File: config.mk
export PLATFORM = sky130hd
export DESIGN_NAME = frt_cell
export DESIGN_NICKNAME = d
export VERILOG_FILES = /design/src/rtl/frt_pkg.sv /design/src/rtl/frt_cell.sv
export SDC_FILE = /design/constraint.sdc
export NUM_CORES = 1
export LEC_CHECK = 0
export BUFFER_PORTS_ARGS = -buffer_cell sky130_fd_sc_hd__buf_2
export CAP_MARGIN = 20
export CORE_MARGIN = 5
export CORE_UTILIZATION = 59
export CTS_BUF_LIST = sky130_fd_sc_hd__clkbuf_16
export DETAILED_ROUTE_END_ITERATION = 8
export PLACE_DENSITY = 0.95
export RECOVER_POWER = 25
export SYNTH_ARGS = -nofsm -noshare
export SYNTH_HDL_FRONTEND = slang
export SYNTH_SLANG_ARGS = --single-unit
File: constraint.sdc
create_clock -name clk -period 6.5 [get_ports clk]
set_clock_uncertainty 0.05 [all_clocks]
set_input_delay 0.325 -clock clk [delete_from_list [all_inputs] [get_ports clk]]
set_output_delay 0.325 -clock clk [all_outputs]
set_load 0.03 [all_outputs]
File: src/rtl/frt_pkg.sv
// ============================================================================
// Free range table package
// Shared constants, codes and the structs that pass between the table cells
// and the top-level controller.
// ============================================================================
package frt_pkg;

  localparam int MAX_SEGMENTS_DEF = 16;
  localparam int ADDR_BITS_DEF    = 16;

  typedef enum logic [1:0] {
    ACT_ALLOC = 2'd0,
    ACT_FREE  = 2'd1,
    ACT_LIST  = 2'd2,
    ACT_NONE  = 2'd3
  } action_t;

  typedef enum logic [1:0] {
    ST_OK        = 2'd0,
    ST_NOT_FREE  = 2'd1,
    ST_BAD_RANGE = 2'd2,
    ST_FULL      = 2'd3
  } status_t;

  typedef enum logic [1:0] {
    S_IDLE,
    S_EVAL,
    S_APPLY,
    S_LIST
  } state_t;

  typedef enum logic [3:0] {
    CELL_HOLD,
    CELL_INIT,
    CELL_EVAL,
    CELL_ROTATE,
    CELL_ALLOC_DEL,
    CELL_ALLOC_FRONT,
    CELL_ALLOC_BACK,
    CELL_ALLOC_SPLIT,
    CELL_FREE_MERGE,
    CELL_FREE_PREV,
    CELL_FREE_NEXT,
    CELL_FREE_INSERT
  } cell_op_t;

  typedef struct packed {
    logic v;
    logic lt;
    logic hit;
    logic gt;
  } cell_link_t;

  typedef struct packed {
    logic hit;
    logic fit;
    logic ss;
    logic seq;
    logic ovl;
    logic padj;
    logic nadj;
  } cell_stat_t;

endpackage

File: src/rtl/frt_cell.sv
// ============================================================================
// Free range table cell
// Holds one free segment, compares it against the broadcast range and
// shifts, trims or takes segments from its neighbors on command.
// ============================================================================
module frt_cell
  import frt_pkg::*;
#(
  parameter int ADDR_BITS = ADDR_BITS_DEF
) (
  input  logic                 clk,
  input  logic                 rst_n,
  input  logic                 is_head,
  input  cell_op_t             op,
  input  logic [ADDR_BITS-1:0] s_addr,
  input  logic [ADDR_BITS:0]   len,
  input  logic [ADDR_BITS+1:0] end_addr,
  input  logic [ADDR_BITS:0]   init_len,
  input  cell_link_t           left_link,
  input  logic [ADDR_BITS-1:0] left_st,
  input  logic [ADDR_BITS:0]   left_ln,
  input  logic [ADDR_BITS:0]   left_se,
  input  cell_link_t           right_link,
  input  logic [ADDR_BITS-1:0] right_st,
  input  logic [ADDR_BITS:0]   right_ln,
  input  logic [ADDR_BITS:0]   right_se,
  input  logic [ADDR_BITS-1:0] head_st,
  input  logic [ADDR_BITS:0]   head_ln,
  output cell_link_t           link,
  output logic [ADDR_BITS-1:0] st,
  output logic [ADDR_BITS:0]   ln,
  output logic [ADDR_BITS:0]   se,
  output cell_stat_t           stat
);

  localparam int LW = ADDR_BITS + 1;

  logic                 v_r, v_nxt;
  logic [ADDR_BITS-1:0] st_r, st_nxt;
  logic [LW-1:0]        ln_r, ln_nxt;
  logic [LW-1:0]        se_r;
  logic                 lt_r, hit_r, gt_r, ovl_r, fit_r, ss_r, seq_r, padj_r, nadj_r;

  logic [LW-1:0]        se_c;
  logic [LW-1:0]        s_x;
  logic                 pos, bnd;

  assign se_c = {1'b0, st_r} + ln_r;
  assign s_x  = {1'b0, s_addr};
  assign pos  = ~lt_r & (is_head | left_link.lt);
  assign bnd  = lt_r & ~right_link.lt;

  always_comb begin
    v_nxt  = v_r;
    st_nxt = st_r;
    ln_nxt = ln_r;
    case (op)
      CELL_INIT: begin
        v_nxt  = is_head;
        st_nxt = '0;
        ln_nxt = init_len;
      end
      CELL_ROTATE: begin
        if (right_link.v) begin
          st_nxt = right_st;
          ln_nxt = right_ln;
        end else if (v_r) begin
          st_nxt = head_st;
          ln_nxt = head_ln;
        end
      end
      CELL_ALLOC_DEL: begin
        if (hit_r || gt_r) begin
          v_nxt  = right_link.v;
          st_nxt = right_st;
          ln_nxt = right_ln;
        end
      end
      CELL_ALLOC_FRONT: begin
        if (hit_r) begin
          st_nxt = end_addr[ADDR_BITS-1:0];
          ln_nxt = ln_r - len;
        end
      end
      CELL_ALLOC_BACK: begin
        if (hit_r) begin
          ln_nxt = ln_r - len;
        end
      end
      CELL_ALLOC_SPLIT: begin
        if (hit_r) begin
          ln_nxt = s_x - {1'b0, st_r};
        end else if (left_link.hit) begin
          v_nxt  = 1'b1;
          st_nxt = end_addr[ADDR_BITS-1:0];
          ln_nxt = left_se - end_addr[LW-1:0];
        end else if (left_link.gt) begin
          v_nxt  = left_link.v;
          st_nxt = left_st;
          ln_nxt = left_ln;
        end
      end
      CELL_FREE_MERGE: begin
        if (bnd) begin
          ln_nxt = right_se - {1'b0, st_r};
        end else if (v_r && !lt_r) begin
          v_nxt  = right_link.v;
          st_nxt = right_st;
          ln_nxt = right_ln;
        end
      end
      CELL_FREE_PREV: begin
        if (bnd) begin
          ln_nxt = ln_r + len;
        end
      end
      CELL_FREE_NEXT: begin
        if (v_r && pos) begin
          st_nxt = s_addr;
          ln_nxt = ln_r + len;
        end
      end
      CELL_FREE_INSERT: begin
        if (pos) begin
          v_nxt  = 1'b1;
          st_nxt = s_addr;
          ln_nxt = len;
        end else if (!lt_r) begin
          v_nxt  = left_link.v;
          st_nxt = left_st;
          ln_nxt = left_ln;
        end
      end
      default: begin
        v_nxt  = v_r;
      end
    endcase
  end

  always_ff @(posedge clk) begin
    if (!rst_n) begin
      v_r  <= is_head;
      st_r <= '0;
      ln_r <= {1'b1, {ADDR_BITS{1'b0}}};
    end else begin
      v_r  <= v_nxt;
      st_r <= st_nxt;
      ln_r <= ln_nxt;
    end
  end

  always_ff @(posedge clk) begin
    if (op == CELL_EVAL) begin
      se_r   <= se_c;
      lt_r   <= v_r & (st_r < s_addr);
      gt_r   <= v_r & (st_r > s_addr);
      hit_r  <= v_r & (st_r <= s_addr) & (s_x < se_c);
      ovl_r  <= v_r & (s_x < se_c) & ({2'b00, st_r} < end_addr);
      fit_r  <= end_addr <= {1'b0, se_c};
      ss_r   <= st_r == s_addr;
      seq_r  <= end_addr == {1'b0, se_c};
      padj_r <= se_c == s_x;
      nadj_r <= {2'b00, st_r} == end_addr;
    end
  end

  always_comb begin
    link.v   = v_r;
    link.lt  = lt_r;
    link.hit = hit_r;
    link.gt  = gt_r;
    stat.hit  = hit_r;
    stat.fit  = hit_r & fit_r;
    stat.ss   = hit_r & ss_r;
    stat.seq  = hit_r & seq_r;
    stat.ovl  = ovl_r;
    stat.padj = bnd & padj_r;
    stat.nadj = v_r & pos & nadj_r;
  end

  assign st = st_r;
  assign ln = ln_r;
  assign se = se_r;

endmodule

==> flow_summary_export.csv <==
group,metric,value,unit
run_status,outcome,"complete, no violations",
place,gp_congestion,0.996,
sta,fin_crit_sh,63.4,%
synthesis,synth_mux_area_share,2.32,%
place,dpl_worst_slack,2.50,ns
clocking,clock-sinks,60,
sta,fin_crit,4.12,ns
drt,firstDrtPassIters,8,
finish,fillCellCount,1358,
drt,detail_route.drc_violations,0,
clocking,postCtsHoldBufs,0,
clocking,cts.clk_slew.worst_paths,0.06,ns
pwr,power.leakage,0.00505,uW
synthesis,ys_ff_latch,60,
finish,drive_gt1_share,21.3,%
clocking,cts_tree,"built",
worst_setup_path,worst_setup_path_start_kind,"flip-flop",
drt,drt_iter0_markers,1387,
sta,setup_violations,0,
sta,slew_viol_final,0,
worst_setup_path,cpPeakStageDelay,0.47,ns
sta,max-slew-margin-rel,30.0,%
floorplan,start_util,60.6,%
flow_run,cap_violations,0,
floorplan,fp.dieW,138,um
floorplan,rows,46,
drt,postRouteAntennaNets,0,
floorplan,die_y,138,um
sta,hold_viol,0,
clocking,post_cts_resized,0,
worst_setup_path,cpLargestDelayFamily,"compound AO/OA/AOI/OAI gates",
place,place_area,11200,um^2
synthesis,synthXorXnorAreaFrac,6.84,%
synthesis,ys_warn_count,0,
pwr,power_density,165,nW/um^2
finish,final_area,11400,um^2
global_routing,grt_antenna_before_repair,0,
finish,post_layout_nonfiller_instances,1724,
global_routing,grtUsageMet3,6.66,%
clocking,clk_latency,0.34,ns
clocking,cts-htree-levels,3,
floorplan,core_area,16000,um^2
drt,avgViaCountPerCell,6.65,
synthesis,synth_compound_area_share,31.4,%
global_routing,grt-busiest-layer,"met2",
worst_setup_path,critPathMaxFanout,6,
place,dp_cells,1708,
sta,rsz0062_at_grt,"no",
worst_setup_path,crit_chain,"ha_1, fa_1, a21o_1, a21oi_1, xnor2_1, inv_1, ha_1, nand3_1, o21ai_0, a31oi_1, o31a_1, maj3_1, a2111oi_2, a2111oi_2",
clocking,numCtsBuffers,9,
global_routing,grtUsageMet2,59.9,%
synthesis,synth_cell_types,92,
drt,num_vias,11500,
synthesis,synth.avg_cell_area,7.71,um^2
drt,drt_wl_total,37100,um
synthesis,synth_ff_type,"dfxtp_1",
worst_setup_path,path_buf_inv,1,
global_routing,grt_first_pass_wirelength,57800,um
place,io_buffers,274,
finish,diodes,0,
synthesis,syn_nets,1606,
worst_setup_path,endpoint_kind,"flip-flop",
synthesis,seq_area_frac_synth,15.2,%
sta,final.setup.tns,0,ns
clocking,post_cts_buffers,0,
synthesis,synthAdderAreaFrac,17.5,%
drt,wl_per_cell,21.5,um
synthesis,synth-edff-count,27,
floorplan,die_area,19100,um^2
synthesis,synth_area,9690,um^2
clocking,cts_max_path_buffers,2,
synthesis,async_reset_ff_share,0,%
global_routing,grt-ovfl-total,0,
pwr,ir_drop,0.138,mV
sta,fmax,0.242,GHz
global_routing,track_usage,37.1,%
global_routing,grt_pass1_vias,11000,
finish,final_nets,1851,
synthesis,synth_top_family_by_area,"compound AO/OA/AOI/OAI gates",
global_routing,grt_max_degree,45,
min_path,hp-class,"in2reg",
sta,worst_slew_pin_slew,1.04,ns
finish,utilization,71.4,%
worst_setup_path,crit_slowest_cell,"a2111oi_2",
place,dp_hpwl,29800,um
worst_setup_path,cp.required,6.52,ns
global_routing,grtUsageMet1,48.3,%
clocking,cts_root_buffer,"clkbuf_16",
synthesis,synth_cells,1258,
sta,setup_slack,2.38,ns
floorplan,io_pins,277,
synthesis,synth_simple_gate_area_share,21.2,%
finish,syn_to_final_growth,17.9,%
worst_setup_path,crit_arrival,4.15,ns
worst_setup_path,critPathKind,"reg2reg",
-- power breakdown --
part | leakage [uW] | switching [uW] | internal (uW)
logic | 0.00439 | 568 | 378
registers | 0.000513 | 38.8 | 421
clock network | 0.000141 | 188 | 291
total | 0.00505 | 795 | 1090
-- path summary, 6_finish.rpt --
check                                 from    end  slack [ns]  depth (start not counted)
worst max register to register       st[0]  ovl_r        2.38                         14
worst min-delay path            head_ln[0]  ln[0]        0.25                          3
worst max-delay path                 st[0]  ovl_r        2.38                         14
worst min register to register       ln[5]  ln[5]        0.54                          2
-- cells in the mapped netlist (all sizes together), types with 10 or more instances --
library cell / count / area, um^2
nand2: 130 / 493
ha: 127 / 1590
a21oi: 113 / 566
o21ai: 86 / 438
nor2: 79 / 313
inv: 75 / 282
xnor2: 53 / 472
dfxtp: 33 / 661
a21o: 32 / 240
nand3: 31 / 155
nor3: 31 / 181
clkbuf: 30 / 113
nor2b: 30 / 213
edfxtp: 27 / 811
nand2b: 27 / 169
nand4: 22 / 138
a211oi: 21 / 173
buf: 21 / 143
xor2: 21 / 191
a22oi: 20 / 200
o211ai: 20 / 150
a222oi: 18 / 180
mux2i: 18 / 180
a221oi: 17 / 155
nor4: 15 / 93.8
o21a: 14 / 105
o22ai: 13 / 81.3
and3: 11 / 68.8
a31oi: 10 / 68.8
-- worst reg2reg max path: stages, from the launching register on --
cell and delay, ns:
dfxtp_1 0.38, ha_1 0.27, fa_1 0.46, a21o_1 0.19, a21oi_1 0.17, xnor2_1 0.18
inv_1 0.10, ha_1 0.30, nand3_1 0.11, o21ai_0 0.27, a31oi_1 0.15, o31a_1 0.27
maj3_1 0.39, a2111oi_2 0.47, a2111oi_2 0.10
-- logic make-up after synthesis --
logic type,after synthesis
and+or+nand+nor,406
buffers and inverters,127
muxes,22
DFF,60
AOI/OAI and AO/OA,436
adders and majority gates,133
xor gates and xnor gates,74
-- stage by stage --
| stage | power (uW) | hold WS (ns) |
|---|---|---|
| floorplan | 1100 | 0.482 |
| global placement | 1360 | 0.511 |
| detailed placement | 1380 | 0.514 |
| CTS | 1860 | 0.250 |
| global route | 1980 | 0.293 |
| finish | 1880 | 0.254 |
-- metal layers --
metal,vias to the layer above,share of wire [%]
li1,5258,-
met1,5292,39
met2,773,45
met3,135,11
met4,0,4.8
met5,-,0
-- placed cells by master (no fill, tap or decap), types with 18 or more instances in the layout --
master,n
edfxtp_1,27
a21o_1,32
o21ai_0,71
o211ai_1,20
clkbuf_1,36
a21oi_1,113
ha_1,127
nand2b_1,27
nand3_1,31
inv_1,75
a222oi_1,18
buf_2,238
xor2_1,20
nor2b_1,20
dfxtp_1,33
nand2_1,128
nand4_1,22
nor2_1,77
nor3_1,27
mux2i_1,18
xnor2_1,52
-- registers in the layout (all words and copies together) (netlist names) --
signal	cells
ss_r	1
st	16
seq_r	1
ovl_r	1
hit_r	1
fit_r	1
ln	17
se	17
padj_r	1
lt_r	1
nadj_r	1
gt_r	1
v_r	1
-- layout make-up --
type	instances	area, um^2	share of cell area (%)
multi-input combinational	1071	7700	67.4
clock inverter	7	58.8	0.515
sequential	60	1470	12.9
inverter	76	285	2.50
clock buffer	9	225	1.97
tap	216	270	2.37
timing repair buffer	285	1410	12.3
Note: power is estimated with default switching activity, not from simulation.
